$ cat src/hw/rtl/integer_stack_machine_top_defines.svh
// ----------------------------------------------------------------------------
// Integer stack machine assertion macros
// Shared property wrappers for the stack machine RTL.
// ----------------------------------------------------------------------------
`ifndef INTEGER_STACK_MACHINE_TOP_DEFINES_SVH
`define INTEGER_STACK_MACHINE_TOP_DEFINES_SVH

// Same-cycle implication, disabled during reset.
`define ISM_ASSERT_IMP(lbl, clk, rst, ante, cons, msg) \
   lbl: assert property (@(posedge clk) disable iff (rst) (ante) |-> (cons)) \
      else $error(msg);

// Next-cycle implication, disabled during reset.
`define ISM_ASSERT_NXT(lbl, clk, rst, ante, cons, msg) \
   lbl: assert property (@(posedge clk) disable iff (rst) (ante) |=> (cons)) \
      else $error(msg);

`endif

$ cat src/hw/rtl/ism_pkg.sv
// ----------------------------------------------------------------------------
// Integer stack machine package
// Types, codes and helper functions shared by the stack machine modules.
// ----------------------------------------------------------------------------
`timescale 1ns / 1ps
`default_nettype none

package ism_pkg;

   localparam int unsigned STACK_DEPTH_DEF = 1024;
   localparam logic [30:0] LIMIT_RESET     = 31'd1000000000;

   typedef enum logic [3:0] {
      OP_PUSH = 4'd0,
      OP_POP  = 4'd1,
      OP_NEG  = 4'd2,
      OP_DUP  = 4'd3,
      OP_SWAP = 4'd4,
      OP_ADD  = 4'd5,
      OP_SUB  = 4'd6,
      OP_MUL  = 4'd7,
      OP_DIV  = 4'd8,
      OP_MOD  = 4'd9
   } opcode_type;

   typedef enum logic [3:0] {
      K_PUSH, K_POP, K_NEG, K_DUP, K_SWAP, K_ADD, K_SUB, K_MUL, K_DIV, K_MOD, K_BAD
   } kind_type;

   typedef enum logic [2:0] {
      BK_IDLE, BK_RD_B, BK_RD_A, BK_EXEC, BK_DIV, BK_CHECK, BK_SWAP2, BK_DONE
   } back_state_type;

   typedef enum logic {
      REG_MAG_LIMIT = 1'b0
   } reg_index_type;

   typedef struct packed {
      logic [3:0]         opcode;
      logic signed [31:0] immediate;
      logic               first_instruction;
      logic               last_instruction;
   } req_type;

   typedef struct packed {
      logic signed [30:0] result_value;
      logic               status;
   } rsp_type;

   // Decoded instruction as it sits in the queue between front and back.
   typedef struct packed {
      kind_type           kind;
      logic [1:0]         needs;
      logic               grows;
      logic signed [31:0] imm;
      logic               first;
      logic               last;
   } cmd_type;

   function automatic logic over_limit(input logic signed [63:0] v,
                                       input logic [30:0] lim);
      logic signed [63:0] limw;
      limw = $signed({33'd0, lim});
      return (v > limw) || (v < -limw);
   endfunction

endpackage

`default_nettype wire

$ cat src/hw/rtl/ism_front.sv
// ----------------------------------------------------------------------------
// Integer stack machine front end
// Accepts instructions and classifies them by operand needs and stack growth.
// ----------------------------------------------------------------------------
`timescale 1ns / 1ps
`default_nettype none

module ism_front (
   input  wire logic             req_valid,
   output logic                  req_ready,
   input  wire ism_pkg::req_type req_payload,
   input  wire logic             q_full,
   output logic                  q_push,
   output ism_pkg::cmd_type      q_data
);

   always_comb begin
      q_data.imm   = req_payload.immediate;
      q_data.first = req_payload.first_instruction;
      q_data.last  = req_payload.last_instruction;
      q_data.needs = 2'd0;
      q_data.grows = 1'b0;
      unique case (req_payload.opcode)
         ism_pkg::OP_PUSH: begin
            q_data.kind  = ism_pkg::K_PUSH;
            q_data.grows = 1'b1;
         end
         ism_pkg::OP_POP: begin
            q_data.kind  = ism_pkg::K_POP;
            q_data.needs = 2'd1;
         end
         ism_pkg::OP_NEG: begin
            q_data.kind  = ism_pkg::K_NEG;
            q_data.needs = 2'd1;
         end
         ism_pkg::OP_DUP: begin
            q_data.kind  = ism_pkg::K_DUP;
            q_data.needs = 2'd1;
            q_data.grows = 1'b1;
         end
         ism_pkg::OP_SWAP: begin
            q_data.kind  = ism_pkg::K_SWAP;
            q_data.needs = 2'd2;
         end
         ism_pkg::OP_ADD: begin
            q_data.kind  = ism_pkg::K_ADD;
            q_data.needs = 2'd2;
         end
         ism_pkg::OP_SUB: begin
            q_data.kind  = ism_pkg::K_SUB;
            q_data.needs = 2'd2;
         end
         ism_pkg::OP_MUL: begin
            q_data.kind  = ism_pkg::K_MUL;
            q_data.needs = 2'd2;
         end
         ism_pkg::OP_DIV: begin
            q_data.kind  = ism_pkg::K_DIV;
            q_data.needs = 2'd2;
         end
         ism_pkg::OP_MOD: begin
            q_data.kind  = ism_pkg::K_MOD;
            q_data.needs = 2'd2;
         end
         default: begin
            q_data.kind = ism_pkg::K_BAD;
         end
      endcase
   end

   assign req_ready = !q_full;
   assign q_push    = req_valid && !q_full;

endmodule

`default_nettype wire

$ cat config.mk
export PLATFORM = sky130hd
export DESIGN_NAME = ism_front
export DESIGN_NICKNAME = d
export VERILOG_FILES = /design/src/hw/rtl/integer_stack_machine_top_defines.svh /design/src/hw/rtl/ism_pkg.sv /design/src/hw/rtl/ism_front.sv
export SDC_FILE = /design/constraint.sdc
export NUM_CORES = 1
export LEC_CHECK = 0
export BUFFER_PORTS_ARGS = -buffer_cell sky130_fd_sc_hd__buf_2
export CAP_MARGIN = 40
export CORE_AREA = 3 3 42 44
export DETAILED_ROUTE_END_ITERATION = 12
export DIE_AREA = 0 0 45 47
export PLACE_DENSITY_LB_ADDON = 0.08
export SYNTH_ARGS = -nofsm -noshare
export SYNTH_HDL_FRONTEND = slang
export SYNTH_SLANG_ARGS = --single-unit
$ cat constraint.sdc
create_clock -name vclk -period 1.2
set_input_delay 0.24 -clock vclk [all_inputs]
set_output_delay 0.24 -clock vclk [all_outputs]
set_load 0.05 [all_outputs]
# Word-level counts from Yosys, hierarchy flattened
# Index checks and enable logic that the tools add are counted.
[totals]
elab_cells = 18
output_inout_bits = 43
regBits = 0
[op_classes]
n_mux = 3
eq_ne = 9
reduce_logical = 6
[op_table]
columns = ["operator", "n"]
rows = [
  ["4-bit one-hot mux with 10 select lines", 1],
  ["4-bit by 3-bit == test with 1-bit output (second input constant)", 4],
  ["4-bit by 2-bit == test with 1-bit output (second input constant)", 2],
  ["4-bit == test (second input constant)", 2],
  ["6-bit OR reduction", 1],
  ["4-bit by 1-bit == test with 1-bit output (second input constant)", 1],
  ["4-bit zero test", 1],
  ["2-bit one-hot mux with 2 select lines", 1],
  ["3-bit OR reduction", 1],
  ["2-bit OR reduction", 1],
  ["1-bit logical AND", 1],
  ["1-bit zero test", 1],
  ["1-bit two-way mux", 1],
]

# Longest topological paths before layout
# Gate-level depths: netlist of the first run.
[depth]
depth_word = 3
mapped_depth = 2
depth_no_buf = 2

# Worst setup path before layout of the first run
# OpenSTA, ideal clock, no wires.
[synth_timing]
path_kind = "input -> output"
from = "input req_payload[34] (netlist bit)"
to = "output q_data[34] (netlist bit)"
slack_ns = -0.469
n_path_buf = 0
t_arrival_ns = 1.429
path_stages = 2
cell_sequence = "xor2_1 > nor3_1"
[synth_lines]
columns = ["element", "line_no", "source"]
rows = [
  ["start: declaration", "ism_front.sv:11", "input wire ism_pkg::req_type req_payload,"],
  ["end: declaration", "ism_front.sv:14", "output ism_pkg::cmd_type q_data"],
]

==> flow_results.org, run 1 <==
** STA
- For this run, the top clock speed supported by timing is 868 MHz.
- Measured against its own limit, the worst slew margin works out to 0.830.
- Transition time at the pin with the least slew margin :: 0.257 ns
- Final count of hold timing violations :: 0
- The clock period could shrink to 1.15 ns.
- RSZ-0062 raised after global routing :: no
- Final number of max-transition violations :: 0
- Setup violations remaining at the end of the flow were counted as 0.
- In the finished design, the share of the clock period the worst path needs comes to 0.960.

** Critical path
- STA puts the critical path data arrival time at 0.91 ns.
- STA classifies the critical path endpoint as an output pin.
- CP Class :: input port to output pin
- Required time at the worst-slack endpoint :: 0.96 ns
- Largest fanout on the critical path :: 3
- STA classifies the critical path startpoint as an input port.

** Placement
- During placement, the flow inserted port buffers numbering 15.
- Summed over all nets, the half-perimeter wirelength after detailed placement is 514 µm.
- Number of placed instances with taps included :: 43
- Final weighted congestion of routability-driven global placement :: 0.600
- Placed cell areas :: 183 µm²

** Pwr
- For this design the static power due to leakage is 0.000107 µW.
- The worst-case IR drop observed on VDD is 0.000151 V.
- For this design the ratio of total power to cell area is 657 nW/µm².

** Floorplanning
- Core Area :: 1470 µm²
- Starting density of the core :: 0.225
- Height of the die :: 47 µm
- Total Die Area :: 2120 µm²
- The initialized floorplan defines 14 standard-cell rows.
- Die boundary width :: 45 µm
- During I/O placement, the number of pins put on the boundary was 83.

** GRT
- The number of antenna violations at the first check in global routing was 0.
- The first global-routing pass estimated 662 µm of wire.
- GR Util All Layers :: 0.0378
- The via count of the first global-routing pass is 148.
- Global routing finished with a remaining overflow of 0.
- Entering global routing, the biggest net connects 8 pins.

** Final layout
- Net count of the finished layout :: 69
- Final core utilization :: 0.124
- Sequential cell area :: 0 µm²
- Fraction of layout cells with a size suffix above 1 :: 0.704
- Excluding fillers, the count of instances in the completed layout stands at 43.
- Synthesis-to-layout area growth :: -44.9%
- Flip-flop and latch count :: 0
- The number of antenna diodes in the final layout is 0.
- Number of filler instances in the final layout :: 185
- Layout clock buffer count :: 0
- Cell area after layout :: 183 µm²

** Logic synthesis
- Synthesis produced a netlist whose cell count is 47.
- The netlist uses 12 different library cells.
- The number of nets in the synthesized netlist is 87.
- Warnings from Yosys :: 0
- Library cell with the largest summed area after synthesis :: sky130_fd_sc_hd__buf_4
- Top cells by area, synth :: sky130_fd_sc_hd__buf_4 (77%), sky130_fd_sc_hd__nor3_1 (3.0%), sky130_fd_sc_hd__a21o_2 (2.6%)
- Of the post-synthesis cell area, the dominant cell type holds 0.770.
- Netlist area before placement :: 332 µm²
- The share of the Yosys chip area taken by registers is 0.
- Synthesized area divided by synthesized cell count :: 7.05 µm²

** Clock tree
- Count of buffers added by post-CTS timing repair for setup :: 0
- Cts repair resizes :: 0
- # hold bufs at CTS :: 0

** Flow run
- Max-cap check violation count :: 0

** Route
- DRT iter0 DRCs :: 0
- DRC violations left :: 0
- Wirelength, routed :: 591 µm
- After detailed routing, the average wire length per cell comes to 13.7 µm.
- Via count of the routed design :: 161
- Mean number of vias per cell :: 3.74
- First drt pass iteration count :: 1
- The detail route stage leaves a number of antenna-violating nets equal to 0.

** Hold path
- Min-Delay Path Class :: input port to output pin
- Count of cells along the worst hold path :: 0

** Run status
- Result of the run :: completed
==> path summary, 6_finish.rpt <==
check                        from         end
setup / recovery  req_payload[34]  q_data[34]
hold / removal    req_payload[11]  q_data[11]
==> per-stage QoR <==
| stage | power (µW) | setup slack, ns | TNS [ns] | hold slack, ns |
|---|---|---|---|---|
| after global routing | 127 | 0.0200 | 0 | 0.480 |
| after detailed placement | 121 | 0.0472 | 0 | 0.480 |
| after CTS | 121 | 0.0472 | 0 | 0.480 |
| after floorplan | 390 | -0.0426 | -0.0426 | 0.540 |
| final | 120 | 0.0485 | 0 | 0.480 |
| after global placement | 122 | 0.0390 | 0 | 0.480 |
==> report_power, final <==
part | internal, µW | switching [µW]
Clock | 0 | 0
Sequential | 0 | 0
Combinational | 31.2 | 88.8
==> critical path: stages <==
cell and delay (ns):
sky130_fd_sc_hd__buf_2 0.12, sky130_fd_sc_hd__xor2_1 0.16, sky130_fd_sc_hd__nor3_2 0.11, sky130_fd_sc_hd__buf_2 0.28
==> layout by cell type (no fill, tap or decap) <==
cell type / count
sky130_fd_sc_hd__buf_2: 15
sky130_fd_sc_hd__nor2_1: 2
sky130_fd_sc_hd__nor3_2: 2
sky130_fd_sc_hd__nor2b_4: 1
sky130_fd_sc_hd__a21o_1: 1
sky130_fd_sc_hd__a21o_2: 1
sky130_fd_sc_hd__o21ai_1: 1
sky130_fd_sc_hd__and2_1: 1
sky130_fd_sc_hd__inv_1: 1
sky130_fd_sc_hd__nor2b_1: 1
sky130_fd_sc_hd__xor2_1: 1
==> cells by family (layout without fill, tap and decap cells) <==
kind of cell	after synthesis	in the layout	share of synthesized area
AOI/OAI and AO/OA	3	3	0.0641
xor gates and xnor gates	1	1	0.0264
buffers and inverters	36	16	0.792
and+or+nand+nor	7	7	0.117
==> Yosys cell counts <==
cell type	n
sky130_fd_sc_hd__a21o_1	1
sky130_fd_sc_hd__a21o_2	1
sky130_fd_sc_hd__and2_1	1
sky130_fd_sc_hd__buf_4	34
sky130_fd_sc_hd__clkbuf_1	1
sky130_fd_sc_hd__inv_1	1
sky130_fd_sc_hd__nor2_1	2
sky130_fd_sc_hd__nor2b_1	1
sky130_fd_sc_hd__nor2b_2	1
sky130_fd_sc_hd__nor3_1	2
sky130_fd_sc_hd__o21ai_1	1
sky130_fd_sc_hd__xor2_1	1
==> routing by layer <==
| layer | share of wire | up-vias | GRT usage |
|---|---|---|---|
| met5 | 0 | - | 0 |
| met4 | 0.049 | 0 | 0.0351 |
| met3 | 0.21 | 10 | 0.0345 |
| met2 | 0.53 | 12 | 0.0537 |
| met1 | 0.21 | 69 | 0.0315 |
| li1 | - | 70 | - |
==> final cells by class <==
type               instances  area (µm²)  share of cell area
inverters                  1        3.75              0.0205
multi-input cells         11        83.8               0.459
well taps                 16        20.0               0.110
repair buffers            15        75.1               0.411
(Power assumes the default switching activity.)
==> run 2, diff against run 1 <==
--- a/config.mk
+++ b/config.mk
@@ -5,12 +5,13 @@
 export SDC_FILE = /design/constraint.sdc
 export NUM_CORES = 1
 export LEC_CHECK = 0
-export BUFFER_PORTS_ARGS = -buffer_cell sky130_fd_sc_hd__buf_2
+export BUFFER_PORTS_ARGS = -buffer_cell sky130_fd_sc_hd__buf_4
 export CAP_MARGIN = 40
 export CORE_AREA = 3 3 42 44
 export DETAILED_ROUTE_END_ITERATION = 12
 export DIE_AREA = 0 0 45 47
 export PLACE_DENSITY_LB_ADDON = 0.08
+export SKIP_LAST_GASP = 1
 export SYNTH_ARGS = -nofsm -noshare
 export SYNTH_HDL_FRONTEND = slang
 export SYNTH_SLANG_ARGS = --single-unit
==> run 2 against run 1 <==
  * Via count is 3.7% higher
  * Die area stayed put
  * Utilization grew 2.6 points
  * Critical path depth unchanged
  * Sequential share of layout area is the same
  * Sequential cell count unchanged
  * Cell count unchanged
  * First-iteration DRC count is the same
  * Global-route usage increased by 0.55 points
==> flow_results.org, run 2 (same netlist as run 1, synthesis figures left out) <==
** Run status
- The run finished with clean final reports.

** GRT
- Vias in the first global route :: 153 (+3.4%)
- The pin count of the biggest net entering global routing is 8 (unchanged).
- The number of antenna violations at the first check in global routing was 0 (unchanged).
- GR Util All Layers :: 0.0433 (+0.00551)
- Congestion Overflow GR :: 0 (unchanged)
- The first-pass GRT wire length came to 738 µm (+11%).

** Floorplanning
- Height of the die :: 47 µm (unchanged)
- Die boundary width :: 45 µm (unchanged)
- Core Area :: 1470 µm² (unchanged)
- The starting utilization of the core area is 0.225 (unchanged).
- The boundary pin count came to 83 (unchanged).
- The area of the die was 2120 µm² (unchanged).
- The site row count is 14 (unchanged).

** Final layout
- Area used by multi-input combinational logic :: 83.8 µm² (unchanged)
- The sequential cell count was 0 (unchanged).
- Non-filler instance count after layout :: 43 (unchanged)
- Net count of the finished layout :: 69 (unchanged)
- Synthesis-to-layout area growth :: -33.6%
- The register area came to 0 µm² (unchanged).
- The library cell used most frequently in the layout, excluding fill and tap cells, is sky130_fd_sc_hd__buf_4.
- Layout clock buffer count :: 0 (unchanged)
- Number of diodes :: 0 (unchanged)
- Number of filler instances in the final layout :: 177 (-4.3%)
- Most frequent cells in the layout :: sky130_fd_sc_hd__buf_4 (15), sky130_fd_sc_hd__nor2_1 (2), sky130_fd_sc_hd__nor3_2 (2)
- The share of cells above drive strength 1 came to 0.704 (unchanged).

** STA
- Transition time at the pin with the least slew margin :: 0.156 ns (-0.102 ns)
- Worst relative slew slack :: 0.896 (+0.0663)
- Worst hold slack after final layout :: 0.480 ns (unchanged)
- The sum of negative setup slack is 0 ns (unchanged).
- The final cycle utilization of the critical path is 0.915 (-0.0444).
- The post-route minimum period was 1.10 ns (-0.0533 ns).
- Worst Setup Slack, final :: 0.102 ns (+0.0533 ns)
- Final count of hold timing violations :: 0 (unchanged)
- Setup repair after global routing left no endpoint under its margin.
- The top achievable clock speed is 911 MHz (+4.9%).
- Setup-failing EPs final :: 0 (unchanged)
- Final number of max-transition violations :: 0 (unchanged)

** Pwr
- The sequential group share of total power was 0 (unchanged).
- Int Pwr :: 47.2 µW (+51%)
- The cell leakage power was 0.000118 µW (+9.5%).
- The total power consumption of the routed design was 137 µW (+14%).
- Part of the power in combinational logic :: 1.000 (about the same)
- Maximum ir drop on the vdd rail :: 0.000112 V (-26%)
- Switching Fraction :: 0.656 (-0.0841)
- Power per standard cell area :: 623 nW/µm² (-5.1%)
- The net switching power came to 90.0 µW (+1.4%).
- Relative contribution of the clock network to total power :: 0 (unchanged)

** Critical path
- Walking the worst path, the cells encountered are buf_4 > xor2_1 > nor3_2 > buf_4.
- CP Capture Type :: output pin
- On the critical path, the stage with the largest delay is an instance of sky130_fd_sc_hd__buf_4.
- The biggest fanout along the worst timing path was 3 (unchanged).
- CP Data Arrival Time :: 0.86 ns (-0.05 ns)
- Element type at the critical path start :: input port
- CP Class :: input port to output pin
- Largest incremental delay on the critical path :: 0.22 ns (-0.06 ns)
- The required time of the critical path was 0.96 ns (about the same).
- Dominant cell type by count on the critical path :: sky130_fd_sc_hd__buf_4

** Hold path
- The number of cells on the worst hold path came to 0 (unchanged).
- For hold timing, the worst endpoint is q_data[11].
- The worst hold path begins at req_payload[11].
- The worst hold path belongs to the class input port to output pin.

** Placement
- The half-perimeter wire length after detailed placement was 560 µm (+9.0%).
- The worst slack at placement came to 0.0905 ns (+0.0433 ns).
- IO Port Bufs :: 15 (unchanged)
- The number of instances in the placed design was 43 (unchanged).
- Final weighted congestion of routability-driven global placement :: 0.611 (+1.8%)

** Route
- The final routed wirelength across all metal layers came to 623 µm (+5.4%).
- First drt pass iteration count :: 1 (unchanged)
- Remaining antenna violation count after routing :: 0 (unchanged)
- DRC violations left :: 0 (unchanged)
- The total number of vias is 167 (+3.7%).
- DRT iter0 DRCs :: 0 (unchanged)
- WL/cell :: 14.5 µm (+5.4%)
- The number of vias per cell was 3.88 (+3.7%).

** Flow run
- The max-capacitance violation count was 0 (unchanged).

** Clock tree
- The number of gates resized after CTS was 0 (unchanged).
- Count of buffers added by post-CTS timing repair for setup :: 0 (unchanged)
- # hold bufs at CTS :: 0 (unchanged)
run 2: changes by cell type in the layout (fill, tap and decap cells not counted):
cell	before	now
sky130_fd_sc_hd__buf_2	15	0
sky130_fd_sc_hd__buf_4	0	15
run 2: area by class of cell:
type,count,share of cell area
inverter,1,0.0170
multi-input combinational,11,0.381
tap,16,0.0909
timing repair buffer,15,0.511
run 2: stage by stage:
step	utilization	area (µm²)
after floorplan	-	347
after global placement	0.150	220
after detailed placement	0.150	220
after CTS	0.150	220
after global routing	0.150	220
final	0.150	220
run 2: layer usage:
layer,global-route usage,wire (µm),vias to the layer above
met5,0,0,-
met4,0.0351,29,0
met3,0.0345,122,10
met2,0.0876,364,12
met1,0.0202,106,75
li1,-,-,70
run 2: worst max-delay path, delay by kind of cell:
family / cells / cell delay, ns
xor gates and xnor gates: 1 / 0.16
buffers and inverters: 2 / 0.34
and+or+nand+nor: 1 / 0.12
run 2: how the worst max path moves through the flow:
| stage | start | endpoint | slack [ns] | depth (start not counted) |
|---|---|---|---|---|
| after floorplan | req_payload[34] | q_data[34] | -0.04 | 2 |
| after global placement | req_payload[34] | q_data[34] | 0.08 | 4 |
| after detailed placement | req_payload[34] | q_data[34] | 0.09 | 4 |
| after CTS | req_payload[34] | q_data[34] | 0.09 | 4 |
| after global routing | req_payload[34] | q_data[34] | 0.06 | 4 |
| final | req_payload[34] | q_data[34] | 0.10 | 4 |
run 2: power by group through the flow:
stage	combinational [µW]	sequential (µW)	clock [µW]
global placement	140	0	0
global route	145	0	0
finish	137	0	0
CTS	139	0	0
detailed placement	138	0	0
floorplan	390	0	0
