[config.mk]
export PLATFORM = sky130hd
export DESIGN_NAME = ism_queue
export DESIGN_NICKNAME = d
export VERILOG_FILES = /design/src/hw/rtl/integer_stack_machine_top_defines.svh /design/src/hw/rtl/ism_pkg.sv /design/src/hw/rtl/ism_queue.sv
export SDC_FILE = /design/constraint.sdc
export NUM_CORES = 1
export LEC_CHECK = 0
export ABC_AREA = 0
export BUFFER_PORTS_ARGS = -buffer_cell sky130_fd_sc_hd__buf_2
export CORE_MARGIN = 1
export CORE_UTILIZATION = 45
export DETAILED_ROUTE_END_ITERATION = 8
export PLACE_DENSITY = 0.79
export SLEW_MARGIN = 10
export SYNTH_ARGS = -nofsm -noshare
export SYNTH_HDL_FRONTEND = slang
export SYNTH_SLANG_ARGS = --single-unit
[constraint.sdc]
create_clock -name clock -period 2.8 [get_ports clock]
set_input_delay 0.56 -clock clock [delete_from_list [all_inputs] [get_ports clock]]
set_output_delay 0.56 -clock clock [all_outputs]
set_load 0.03 [all_outputs]
[src/hw/rtl/integer_stack_machine_top_defines.svh]
// ----------------------------------------------------------------------------
// Integer stack machine assertion macros
// Shared property wrappers for the stack machine RTL.
// ----------------------------------------------------------------------------
`ifndef INTEGER_STACK_MACHINE_TOP_DEFINES_SVH
`define INTEGER_STACK_MACHINE_TOP_DEFINES_SVH

// Same-cycle implication, disabled during reset.
`define ISM_ASSERT_IMP(lbl, clk, rst, ante, cons, msg) \
   lbl: assert property (@(posedge clk) disable iff (rst) (ante) |-> (cons)) \
      else $error(msg);

// Next-cycle implication, disabled during reset.
`define ISM_ASSERT_NXT(lbl, clk, rst, ante, cons, msg) \
   lbl: assert property (@(posedge clk) disable iff (rst) (ante) |=> (cons)) \
      else $error(msg);

`endif

[src/hw/rtl/ism_pkg.sv]
// ----------------------------------------------------------------------------
// Integer stack machine package
// Types, codes and helper functions shared by the stack machine modules.
// ----------------------------------------------------------------------------
`timescale 1ns / 1ps
`default_nettype none

package ism_pkg;

   localparam int unsigned STACK_DEPTH_DEF = 1024;
   localparam logic [30:0] LIMIT_RESET     = 31'd1000000000;

   typedef enum logic [3:0] {
      OP_PUSH = 4'd0,
      OP_POP  = 4'd1,
      OP_NEG  = 4'd2,
      OP_DUP  = 4'd3,
      OP_SWAP = 4'd4,
      OP_ADD  = 4'd5,
      OP_SUB  = 4'd6,
      OP_MUL  = 4'd7,
      OP_DIV  = 4'd8,
      OP_MOD  = 4'd9
   } opcode_type;

   typedef enum logic [3:0] {
      K_PUSH, K_POP, K_NEG, K_DUP, K_SWAP, K_ADD, K_SUB, K_MUL, K_DIV, K_MOD, K_BAD
   } kind_type;

   typedef enum logic [2:0] {
      BK_IDLE, BK_RD_B, BK_RD_A, BK_EXEC, BK_DIV, BK_CHECK, BK_SWAP2, BK_DONE
   } back_state_type;

   typedef enum logic {
      REG_MAG_LIMIT = 1'b0
   } reg_index_type;

   typedef struct packed {
      logic [3:0]         opcode;
      logic signed [31:0] immediate;
      logic               first_instruction;
      logic               last_instruction;
   } req_type;

   typedef struct packed {
      logic signed [30:0] result_value;
      logic               status;
   } rsp_type;

   // Decoded instruction as it sits in the queue between front and back.
   typedef struct packed {
      kind_type           kind;
      logic [1:0]         needs;
      logic               grows;
      logic signed [31:0] imm;
      logic               first;
      logic               last;
   } cmd_type;

   function automatic logic over_limit(input logic signed [63:0] v,
                                       input logic [30:0] lim);
      logic signed [63:0] limw;
      limw = $signed({33'd0, lim});
      return (v > limw) || (v < -limw);
   endfunction

endpackage

`default_nettype wire

[src/hw/rtl/ism_queue.sv]
// ----------------------------------------------------------------------------
// Integer stack machine command queue
// Two-entry queue of decoded instructions between front and back end.
// ----------------------------------------------------------------------------
`timescale 1ns / 1ps
`default_nettype none

module ism_queue (
   input  wire logic             clock,
   input  wire logic             reset,
   input  wire logic             push,
   input  wire ism_pkg::cmd_type push_data,
   input  wire logic             pop,
   output logic                  full,
   output logic                  empty,
   output ism_pkg::cmd_type      head
);

   ism_pkg::cmd_type slot_ff [2];
   logic             wr_ptr_ff, wr_ptr_in;
   logic             rd_ptr_ff, rd_ptr_in;
   logic [1:0]       count_ff, count_in;

   always_comb begin
      wr_ptr_in = wr_ptr_ff ^ push;
      rd_ptr_in = rd_ptr_ff ^ pop;
      count_in  = count_ff + 2'(push) - 2'(pop);
   end

   always_ff @(posedge clock) begin
      if (reset) begin
         wr_ptr_ff <= 1'b0;
         rd_ptr_ff <= 1'b0;
         count_ff  <= '0;
      end else begin
         wr_ptr_ff <= wr_ptr_in;
         rd_ptr_ff <= rd_ptr_in;
         count_ff  <= count_in;
      end
      if (push) begin
         slot_ff[wr_ptr_ff] <= push_data;
      end
   end

   assign full  = (count_ff == 2'd2);
   assign empty = (count_ff == 2'd0);
   assign head  = slot_ff[rd_ptr_ff];

endmodule

`default_nettype wire

## Word level (Yosys, flattened, before mapping)

Memory sizes are Yosys's and may differ from the RTL's. A register that Yosys moved wholly into a read port is not among the register bits.
Cells that the tools add are included.

| storage, ports and cells | value |
|---|---|
| logic and storage cells | 13 |
| bits in writable memories | 82 |
| memories kept | 1 |
| bits of input ports | 45 |
| register bits | 4 |
| output and inout port bits | 43 |

| cells by class | value |
|---|---|
| add/subtract/negate cells | 2 |
| equal/unequal tests | 1 |
| bitwise logic cells | 2 |
| multiplexer cells | 3 |
| reduce and logical (&&, ||, !) cells | 1 |

Memory list:

| name | words | bits a word | rd ports | clocked after memory_dff | wr ports | line | text |
|---|---|---|---|---|---|---|---|
| slot_ff | 2 | 41 | 1 | 1 | 1 | ism_queue.sv:19 | `ism_pkg::cmd_type slot_ff [2];` |

Operator list:

| cell | count |
|---|---|
| $mux 1 | 3 |
| $add 2x1->2 | 1 |
| $eq 2x2->1 const B | 1 |
| $logic_not 2->1 | 1 |
| $sub 2x1->2 | 1 |
| $xor 1x1->1 | 2 |

## Longest topological paths before layout

Gate-level depths: netlist of run 1.

| depth | value |
|---|---|
| depth in word-level cells | 2 |
| gate-level depth with buffers | 6 |
| mapped depth without buffers | 6 |

## Least setup slack after synthesis of run 1

Ideal clock, no wire load.

| timing | value |
|---|---|
| kind | input port to flip-flop |
| start point | input push |
| end point | memory slot_ff[0][0] (netlist name), enable pin |
| stages | 1 |
| data arrival time | 1593 ps |
| required time | 2398 ps |
| buffers on the path | 0 |
| library setup time | 402 ps |
| setup slack | 804 ps |
| cells stage by stage | ha_1 |

| on the way | value |
|---|---|
| longest elaborated chain between the ends | 2 |

RTL lines:

| item | line | text |
|---|---|---|
| from (decl) | ism_queue.sv:11 | `input wire logic push,` |
| $mux 1 | ism_queue.sv:40 | `if (push) begin` |
| $mux 1 (not written as such) | ism_queue.sv:41 | `slot_ff[wr_ptr_ff] <= push_data;` |
| to (decl) | ism_queue.sv:19 |  |

Every way passes these cells.

==> parameters.txt, run 1 <==
Parameter                              Value

Flow run
  Max-capacitance violation count    0

Worst setup path
  Critical Path AT    about 1.7 ns
  Type of origin of the critical path    register
  Setup Crit Path Kind    reg -> out
  Origin of the critical flop-to-flop path    wr_ptr_ff
  End of the worst register-to-register path    slot_ff[1][15]
  Flop-to-flop setup slack    about 1.4 ns
  Element type at the critical path end    output pin
  Max FO, Critical Path    26
  First element of the critical path    rd_ptr_ff
  Required @ worst endpoint    2.24 ns
  Critical path capture point    head[0]
  Number of cells traversed by the worst register-to-register path    2

Timing
  Max-slew headroom    0.635
  Minimum clock period    between 2 and 2.5 ns
  Final count of pins violating max slew    0
  Upper clock frequency limit    approximately 450 MHz
  Setup Viol. Count Final    0
  Period utilisation layout    0.792
  Number of hold-slack violations in the final timing report    0
  Unrepaired setup endpoints after global routing    no
  Setup skew after layout    ~0.0092 ns
  Setup_tns    0 ns
  Transition time of the tightest slew-check pin    0.548 ns

Synthesis
  Synthesized netlist net count    between 150 and 200
  Post-synthesis share of cell area spent on full adders, half adders and majority gates    0.0149
  Gate Count Post-Synth    approximately 150
  Number of distinct library cells after synthesis    12
  Portion of the post-synthesis area used by sequential elements    0.756
  Area share of xor/xnor cells in the synthesized design    0.00930
  Synthesis warning total    0
  Main combinational cell family by area after synthesis    multiplexers
  Post-synthesis mux area share    0.181
  Area share of and/or/nand/nor cells after synthesis    0.00819
  Post-synthesis cell area    around 0.0034 mm²
  Compound-Gate Fraction of Synth Area    0
  Number of synthesized register bits    86
  Mean cell area of the mapped netlist    ~23 µm²

Clock network
  Resize count post-CTS    0
  Clock insertion delay at the later pin of the skew report    0.34 ns
  CTS H-tree depth    3
  Number of buffers created by CTS    9
  Buffer depth of the longest clock path    2
  Clock tree from TritonCTS    yes
  CTS Hold Bufs    0
  Clock sink total    86
  Clock-pin slew of the registers on the worst-case setup and hold paths    around 0.08 ns
  Buffer count from post-CTS setup fixing    0
  Clk root buf    sky130_fd_sc_hd__clkbuf_8

Finish
  Multi-input gate area in the final layout    around 720 µm²
  Flip-flop and latch area    0.00254 mm²
  Most common cell after layout, fill and taps aside    sky130_fd_sc_hd__buf_2
  Number of fill cells in the layout    ~560
  Area growth syn-to-layout    20.9%
  Nets    293
  Layout cells sized above 1    0.591
  Number of cells in the finished layout apart from fillers    between 300 and 400
  Most used cells in the layout excluding fill and tap cells    sky130_fd_sc_hd__buf_2, sky130_fd_sc_hd__edfxtp_1, sky130_fd_sc_hd__mux2_4, sky130_fd_sc_hd__clkbuf_8, sky130_fd_sc_hd__nor2_1
  Design Area, Final    between 0.004 and 0.005 mm²

GRT
  Overflow left after global routing    0
  Number of global-route vias before repair    between 1500 and 2000
  Maximum number of pins on one net before global-route repair    27
  Global Route Usage Sum    0.132
  Number of antenna violations at the first check in global routing    1
  Wire length of the first global-routing pass    between 7 and 8 mm

Route
  Routed length on met1    approximately 2 mm
  Post-DR wirelength/cell    ~14 µm
  Total length of routed met2 wires    2.40 mm
  DR iter-0 viols    51
  Via density per instance    4.52
  Highest Signal Layer    met4
  Post-Route WL    roughly 4.9 mm
  Detailed-routing iteration count for the pre-antenna-repair pass    4
  Total length of routed met3 wires    between 400 and 500 µm
  DRC    0
  ANT nets after route    0
  Vias    roughly 1600

Floorplan
  Top-level port count    88
  Die Y-Extent    approximately 90 µm
  Core ar.    between 0.007 and 0.008 mm²
  Area of the die    0.00782 mm²
  Standard-cell row count    31
  Horizontal die dimension    roughly 88 µm
  Effective utilization at floorplan    0.464

Placed design
  Post-placement cell count    approximately 330
  Count of port buffers added during placement    87
  Weighted congestion at the end of routability-driven global placement    between 0.6 and 0.7
  Instance area at placement    0.00389 mm²

Power and ir drop
  Total power    between 2 and 3 mW
  Static leakage    ~1.6 nW
  Max IR drop VDD    approximately 0.36 mV
  Power density over the cells    688 mW/mm²

Run status
  Run status    complete, no violations

Worst hold path
  Type of the most critical hold path    in -> reg
## Yosys cell counts
library cell               number  area share
sky130_fd_sc_hd__xnor3_1        1      0.0067
sky130_fd_sc_hd__nor2b_1        2      0.0037
sky130_fd_sc_hd__edfxtp_1      82        0.73
sky130_fd_sc_hd__mux2_2         2      0.0067
sky130_fd_sc_hd__buf_12         4       0.024
sky130_fd_sc_hd__ha_1           4       0.015
sky130_fd_sc_hd__inv_1          3      0.0033
sky130_fd_sc_hd__dfxtp_1        4       0.024
sky130_fd_sc_hd__buf_6          1      0.0033
sky130_fd_sc_hd__mux2_4        39        0.17
sky130_fd_sc_hd__xnor2_1        1      0.0026
sky130_fd_sc_hd__nor2_1         4      0.0045
## how the worst min path moves through the flow
stage	to	from	depth (start not counted)	slack [ns]
2_1_floorplan	wr_ptr_ff	wr_ptr_ff	3	0.52
3_3_place_gp	wr_ptr_ff	wr_ptr_ff	3	0.55
3_5_place_dp	wr_ptr_ff	wr_ptr_ff	3	0.57
4_1_cts	slot_ff[0][14]	push_data[14]	1	0.40
5_1_grt	slot_ff[0][38]	push_data[38]	1	0.39
6_report	slot_ff[0][30]	push_data[30]	1	0.41
## power breakdown
group	total, mW	switching, mW	internal (mW)
Combinational	0.497	0.288	0.208
Sequential	1.52	0.0236	1.50
Clock	0.774	0.372	0.402
Total	2.79	0.684	2.11
## area by class of cell
| cell class | count | share of cell area |
|---|---|---|
| Antenna cell | 1 | 0.000616 |
| Inverter | 3 | 0.00277 |
| Multi-Input combinational cell | 53 | 0.178 |
| Clock buffer | 12 | 0.0333 |
| Clock inverter | 2 | 0.00862 |
| Tap cell | 99 | 0.0305 |
| Timing Repair Buffer | 91 | 0.121 |
| Sequential cell | 86 | 0.626 |
## worst max-delay path, stage by stage (launching register included)
cell                      delay, ns
sky130_fd_sc_hd__dfxtp_2       0.33
sky130_fd_sc_hd__buf_4         0.40
sky130_fd_sc_hd__mux2_2        0.40
sky130_fd_sc_hd__buf_2         0.18
## sequential cells by signal, indices dropped and copies added, names as in the netlist
signal	flops
count_ff	2
slot_ff	82
rd_ptr_ff	1
wr_ptr_ff	1
## logic make-up after synthesis
| group | count (synthesis) |
|---|---|
| buffers and inverters | 8 |
| and+or+nand+nor | 6 |
| muxes | 41 |
| adders and majority gates | 4 |
| xor gates and xnor gates | 2 |
| DFF | 86 |
## layer usage
metal | global-route usage | vias up
met5 | 0 | -
li1 | - | 758
met4 | 0.0616 | 0
met2 | 0.217 | 67
met1 | 0.145 | 737
met3 | 0.0644 | 7
## stage by stage
stage / setup WS [ns] / hold slack, ns / util
2_1_floorplan: 0.804 / 0.519 / -
3_3_place_gp: 0.961 / 0.553 / 0.536
3_5_place_dp: 0.929 / 0.566 / 0.536
4_1_cts: 0.552 / 0.396 / 0.560
5_1_grt: 0.516 / 0.387 / 0.560
6_report: 0.584 / 0.408 / 0.560
Note: power is estimated with default switching activity, not from simulation.
==> run 2: changes to the inputs <==
PLACE_DENSITY = 0.81   (was 0.79)
clock period = 1.9 ns   (was 2.8 ns; I/O delays follow)
==> run 2 against run 1 <==
  * Clock-buffer cell count fell by 2
  * Via count rose by 1.9%
  * Cell count rose by 0.58%
  * Global-route usage rose by 0.63 points
  * Wire length rose by 1.4%
  * Highest routed layer unchanged
  * Register-to-register slack got worse by 0.69 ns
  * Flip-flop and latch count did not move
  * Clock skew fell by 0.0034 ns
  * Critical path depth did not move
  * Hold slack got worse by 0.19 ns
  * Total power rose by 55%
==> parameters.txt, run 2 (synthesized netlist as in run 1, its figures left out) <==
Parameter                              Value

Timing
  Post-Route Hold Slack    0.214 ns (was 0.408 ns)
  Number of hold-slack violations in the final timing report    0 (unchanged)
  Setup Viol. Count Final    0 (unchanged)
  Transition time of the tightest slew-check pin    0.309 ns (was 0.548 ns)
  Unrepaired setup endpoints after global routing    no (unchanged)
  Minimum clock period    around 1.8 ns
  Setup_tns    0 ns (unchanged)
  Period utilisation layout    0.962
  Final count of pins violating max slew    0 (unchanged)
  Setup skew after layout    0.00575 ns (was 0.00920 ns)
  Max-slew headroom    0.794 (was 0.635)
  Upper clock frequency limit    between 500 and 600 MHz

Clock network
  Clock insertion delay at the later pin of the skew report    0.35 ns (was 0.34 ns)
  CTS H-tree depth    3 (unchanged)
  Clock tree from TritonCTS    yes (unchanged)
  Resize count post-CTS    0 (unchanged)
  Clock-pin slew of the registers on the worst-case setup and hold paths    0.08 ns (about the same)
  Buffer count from post-CTS setup fixing    0 (unchanged)
  Buffer depth of the longest clock path    2 (unchanged)
  Number of buffers created by CTS    9 (unchanged)
  Clk root buf    sky130_fd_sc_hd__clkbuf_8 (unchanged)
  CTS Hold Bufs    0 (unchanged)
  Clock sink total    86 (unchanged)

Route
  DRC    0 (unchanged)
  Via density per instance    4.58 (was 4.52)
  ANT nets after route    0 (unchanged)
  Detailed-routing iteration count for the pre-antenna-repair pass    4 (unchanged)
  Post-Route WL    5.01 mm (was 4.94 mm)
  Post-DR wirelength/cell    14.4 µm (was 14.2 µm)
  DR iter-0 viols    73 (was 51)
  Vias    1599 (was 1569)

GRT
  Global Route Usage Sum    0.139 (was 0.132)
  Overflow left after global routing    0 (unchanged)
  Wire length of the first global-routing pass    7.49 mm (was 7.36 mm)
  Number of global-route vias before repair    1610 (was 1602)
  Number of antenna violations at the first check in global routing    0 (was 1)
  Maximum number of pins on one net before global-route repair    42 (was 27)

Worst setup path
  End of the worst register-to-register path    count_ff[1] (was slot_ff[1][15])
  Element type at the critical path end    output pin (unchanged)
  Required @ worst endpoint    1.52 ns (was 2.24 ns)
  First element of the critical path    rd_ptr_ff (unchanged)
  Critical path capture point    head[4] (was head[0])
  Type of origin of the critical path    register (unchanged)
  Number of cells traversed by the worst register-to-register path    6 (was 2)
  Max FO, Critical Path    23 (was 26)
  Flop-to-flop setup slack    0.68 ns (was 1.37 ns)
  Critical Path AT    1.45 ns (was 1.66 ns)
  Origin of the critical flop-to-flop path    count_ff[0] (was wr_ptr_ff)
  Setup Crit Path Kind    reg -> out (unchanged)

Power and ir drop
  Switching power total    1.06 mW (was 684 µW)
  Total power    4.32 mW (was 2.79 mW)
  Cell Int Power    3.26 mW (was 2.11 mW)
  Part of the total power dissipated in sequential elements    0.520 (was 0.545)
  Max IR drop VDD    0.639 mV (was 0.363 mV)
  Portion of total power attributed to the clock network    0.310 (was 0.277)
  Static leakage    1.65 nW (was 1.62 nW)
  Power density over the cells    1050 mW/mm² (was 688 mW/mm²)
  Portion of total power attributed to combinational logic    0.171 (was 0.178)
  Switching share of power    0.246 (was 0.245)

Finish
  Register with the most flip-flops    slot_ff (unchanged)
  Number of antenna repair diodes    0 (was 1)
  Layout cells sized above 1    0.600 (was 0.591)
  Area growth syn-to-layout    22.7% (was 20.9%)
  Most used cells in the layout excluding fill and tap cells    sky130_fd_sc_hd__buf_2, sky130_fd_sc_hd__edfxtp_1, sky130_fd_sc_hd__mux2_4, sky130_fd_sc_hd__clkbuf_8, sky130_fd_sc_hd__nor2_1 (unchanged)
  Nets    294 (was 293)
  Util after Layout    0.569 (was 0.560)
  Most common cell after layout, fill and taps aside    sky130_fd_sc_hd__buf_2 (unchanged)
  Multi-input gate area in the final layout    722 µm² (unchanged)
  Biggest registers after layout    slot_ff (82), count_ff (2) (unchanged)
  Number of fill cells in the layout    576 (was 562)
  Max reg flops    82 (unchanged)
  Design Area, Final    0.00413 mm² (was 0.00406 mm²)
  Flip-flop and latch area    0.00254 mm² (unchanged)

Floorplan
  Die Y-Extent    88.4 µm (unchanged)
  Effective utilization at floorplan    0.464 (unchanged)
  Top-level port count    88 (unchanged)
  Area of the die    0.00782 mm² (unchanged)
  Standard-cell row count    31 (unchanged)
  Horizontal die dimension    88.4 µm (unchanged)
  Core ar.    0.00725 mm² (unchanged)

Run status
  Run status    complete, no violations (unchanged)

Placed design
  Weighted congestion at the end of routability-driven global placement    0.632 (was 0.673)
  Instance area at placement    0.00391 mm² (was 0.00389 mm²)
  Count of port buffers added during placement    87 (unchanged)

Worst hold path
  Type of the most critical hold path    in -> reg (unchanged)

Flow run
  Max-capacitance violation count    0 (unchanged)
[run 2: worst min path at each step]
stage                  startpoint        endpoint  slack, ns  cells past startpoint
finish              push_data[35]  slot_ff[1][35]       0.21                      1
global route        push_data[35]  slot_ff[1][35]       0.19                      1
CTS                 push_data[35]  slot_ff[1][35]       0.19                      1
detailed placement  push_data[35]  slot_ff[0][35]       0.57                      1
global placement        wr_ptr_ff       wr_ptr_ff       0.55                      3
floorplan                   reset       wr_ptr_ff       0.45                      1
[run 2: final cells by class]
class,instances,area share
clock buffers,10,0.0309
clock inverters,6,0.0209
inverters,3,0.00273
multi-input cells,53,0.175
flip-flops and latches,86,0.617
well taps,99,0.0300
repair buffers,92,0.124
[run 2: per-layer routing]
layer / routed length [µm] / track usage
met2: 2550 / 0.242
met4: 120 / 0.0836
met1: 2000 / 0.144
met3: 340 / 0.0476
met5: 0 / 0
[run 2: power groups by stage]
stage | sequential (mW) | clock [mW] | combinational, mW
after floorplan | 2.28 | 0 | 0.568
after global placement | 2.28 | 0 | 0.736
after detailed placement | 2.29 | 0 | 0.746
after CTS | 2.25 | 1.38 | 0.749
after global routing | 2.26 | 1.45 | 0.792
final | 2.25 | 1.34 | 0.738
[run 2: through the flow]
step,worst slack [ns],cells
6_report,0.0729,349
5_1_grt,0.0198,349
4_1_cts,0.0474,349
3_5_place_dp,0.430,333
3_3_place_gp,0.435,333
2_1_floorplan,0.0843,147
[run 2: worst max-delay path, stage by stage (launching register included)]
cell	delay [ns]
sky130_fd_sc_hd__dfxtp_2	0.38
sky130_fd_sc_hd__buf_12	0.22
sky130_fd_sc_hd__mux2_4	0.33
sky130_fd_sc_hd__buf_2	0.18
==> run 3: changes to the inputs <==
CORE_UTILIZATION = 47   (was 45)
PLACE_DENSITY = 0.84   (was 0.81)
==> run 3 against run 2 <==
  * Flip-flop and latch count unchanged
  * Total power decreased by 6.2%
  * Cell count down 0.86%
  * Global-route usage grew 1.7 points
  * Register-to-register slack about the same
  * Design area is 1.4% lower
  * Die area is 4.2% lower
  * Clock-buffer cell count is the same
  * Wire length rose by 7.1%
  * Critical path type unchanged
  * Highest routed layer unchanged
==> parameters.txt, run 3 (synthesized netlist as in run 1, its figures left out) <==
Parameter                              Value

Floorplan
  Standard-cell row count    30 (was 31)
  Horizontal die dimension    86.6 µm (was 88.4 µm)
  Effective utilization at floorplan    0.489 (was 0.464)
  Core ar.    0.00687 mm² (was 0.00725 mm²)
  Top-level port count    88 (unchanged)
  Area of the die    0.00750 mm² (was 0.00782 mm²)
  Die Y-Extent    86.6 µm (was 88.4 µm)

Clock network
  Number of buffers created by CTS    9 (unchanged)
  Clk root buf    sky130_fd_sc_hd__clkbuf_8 (unchanged)
  Clock-pin slew of the registers on the worst-case setup and hold paths    0.08 ns (about the same)
  Buffer depth of the longest clock path    2 (unchanged)
  CTS H-tree depth    3 (unchanged)
  Buffer count from post-CTS setup fixing    0 (unchanged)
  Resize count post-CTS    0 (unchanged)
  Clock tree from TritonCTS    yes (unchanged)
  CTS Hold Bufs    0 (unchanged)
  Clock insertion delay at the later pin of the skew report    0.34 ns (was 0.35 ns)
  Clock sink total    86 (unchanged)

Power and ir drop
  Static leakage    1.62 nW (was 1.65 nW)
  Max IR drop VDD    0.500 mV (was 0.639 mV)
  Total power    4.06 mW (was 4.32 mW)
  Power density over the cells    997 mW/mm² (was 1050 mW/mm²)

Placed design
  Weighted congestion at the end of routability-driven global placement    0.676 (was 0.632)
  Count of port buffers added during placement    87 (unchanged)
  Worst-case setup slack after placement    0.420 ns (was 0.430 ns)
  Instance area at placement    0.00390 mm² (was 0.00391 mm²)
  Post-placement cell count    331 (was 333)

GRT
  Global Route Usage Sum    0.155 (was 0.139)
  Overflow left after global routing    0 (unchanged)
  Maximum number of pins on one net before global-route repair    23 (was 42)
  Wire length of the first global-routing pass    8.20 mm (was 7.49 mm)
  Number of antenna violations at the first check in global routing    0 (unchanged)
  Number of global-route vias before repair    1622 (was 1610)

Finish
  Biggest registers after layout    slot_ff (82), count_ff (2) (unchanged)
  Number of fill cells in the layout    533 (was 576)
  Number of antenna repair diodes    0 (unchanged)
  Layout cells sized above 1    0.600 (unchanged)
  Most used cells in the layout excluding fill and tap cells    sky130_fd_sc_hd__buf_2, sky130_fd_sc_hd__edfxtp_1, sky130_fd_sc_hd__mux2_4, sky130_fd_sc_hd__clkbuf_8 (was sky130_fd_sc_hd__buf_2, sky130_fd_sc_hd__edfxtp_1, sky130_fd_sc_hd__mux2_4, sky130_fd_sc_hd__clkbuf_8, sky130_fd_sc_hd__nor2_1)
  Max reg flops    82 (unchanged)
  Nets    295 (was 294)
  Most common cell after layout, fill and taps aside    sky130_fd_sc_hd__buf_2 (unchanged)
  Util after Layout    0.592 (was 0.569)
  Area growth syn-to-layout    21.0% (was 22.7%)
  Design Area, Final    0.00407 mm² (was 0.00413 mm²)
  Register with the most flip-flops    slot_ff (unchanged)
  Number of cells in the finished layout apart from fillers    346 (was 349)

Worst hold path
  Number of cells on the worst hold path    1 (unchanged)
  Type of the most critical hold path    in -> reg (unchanged)

Timing
  Final count of pins violating max slew    0 (unchanged)
  Setup_tns    0 ns (unchanged)
  Unrepaired setup endpoints after global routing    no (unchanged)
  Transition time of the tightest slew-check pin    0.324 ns (was 0.309 ns)
  Setup skew after layout    0.00879 ns (was 0.00575 ns)
  Upper clock frequency limit    549 MHz (was 547 MHz)
  Max-slew headroom    0.784 (was 0.794)
  Number of hold-slack violations in the final timing report    0 (unchanged)
  Final setup slack of the worst path    0.0777 ns (was 0.0729 ns)
  Post-Route Hold Slack    0.222 ns (was 0.214 ns)
  Setup Viol. Count Final    0 (unchanged)
  Period utilisation layout    0.959 (was 0.962)
  Minimum clock period    1.82 ns (was 1.83 ns)

Worst setup path
  Max FO, Critical Path    20 (was 23)
  Number of cells traversed by the worst register-to-register path    6 (unchanged)
  Critical Path AT    1.44 ns (was 1.45 ns)
  Required @ worst endpoint    1.52 ns (about the same)
  Element type at the critical path end    output pin (unchanged)
  Type of origin of the critical path    register (unchanged)
  Setup Crit Path Kind    reg -> out (unchanged)

Route
  Post-Route WL    5.37 mm (was 5.01 mm)
  Post-DR wirelength/cell    15.5 µm (was 14.4 µm)
  Detailed-routing iteration count for the pre-antenna-repair pass    4 (unchanged)
  Vias    1631 (was 1599)
  DRC    0 (unchanged)
  ANT nets after route    0 (unchanged)
  Via density per instance    4.71 (was 4.58)
  DR iter-0 viols    74 (was 73)

Flow run
  Max-capacitance violation count    0 (unchanged)

Run status
  Run status    complete, no violations (unchanged)
[run 3: changes by cell type in the layout (fill, tap and decap cells not counted), moves of 2 or more]
cell                         previous run  this run
sky130_fd_sc_hd__clkinv_4               2         0
sky130_fd_sc_hd__buf_4                  2         4
sky130_fd_sc_hd__clkinvlp_4             0         3
sky130_fd_sc_hd__bufinv_16              2         0
[run 3: routing by layer]
layer  GRT usage  wire (µm)
met4      0.0894        119
met1       0.193       2270
met3      0.0419        355
met5           0          0
met2       0.247       2630
[run 3: worst max-delay path, cell delays in order (launching register included)]
cell and delay [ns]:
sky130_fd_sc_hd__dfxtp_4 0.38, sky130_fd_sc_hd__buf_12 0.18, sky130_fd_sc_hd__mux2_2 0.35, sky130_fd_sc_hd__buf_2 0.18
[run 3: power breakdown]
group	switching (mW)	internal, mW	leakage, nW
Sequential	0.0389	2.21	0.803
Combinational	0.424	0.311	0.746
Clock	0.605	0.468	0.0724
[run 3: worst paths after layout]
check | slack (ns) | from | endpoint
worst min register to register | 0.58 | wr_ptr_ff | wr_ptr_ff
worst max register to register | 0.67 | count_ff[0] | count_ff[1]
worst max-delay path | 0.08 | rd_ptr_ff | head[40]
worst min-delay path | 0.22 | push_data[0] | slot_ff[0][0]
[run 3: cell type report]
type / instances / area (µm²) / share of cell area
Sequential cell: 86 / 2550 / 0.626
Multi-Input combinational cell: 53 / 722 / 0.177
Timing Repair Buffer: 93 / 505 / 0.124
Clock buffer: 10 / 128 / 0.0314
Tap cell: 96 / 120 / 0.0295
Clock inverter: 5 / 35.0 / 0.00861
Inverter: 3 / 11.3 / 0.00277
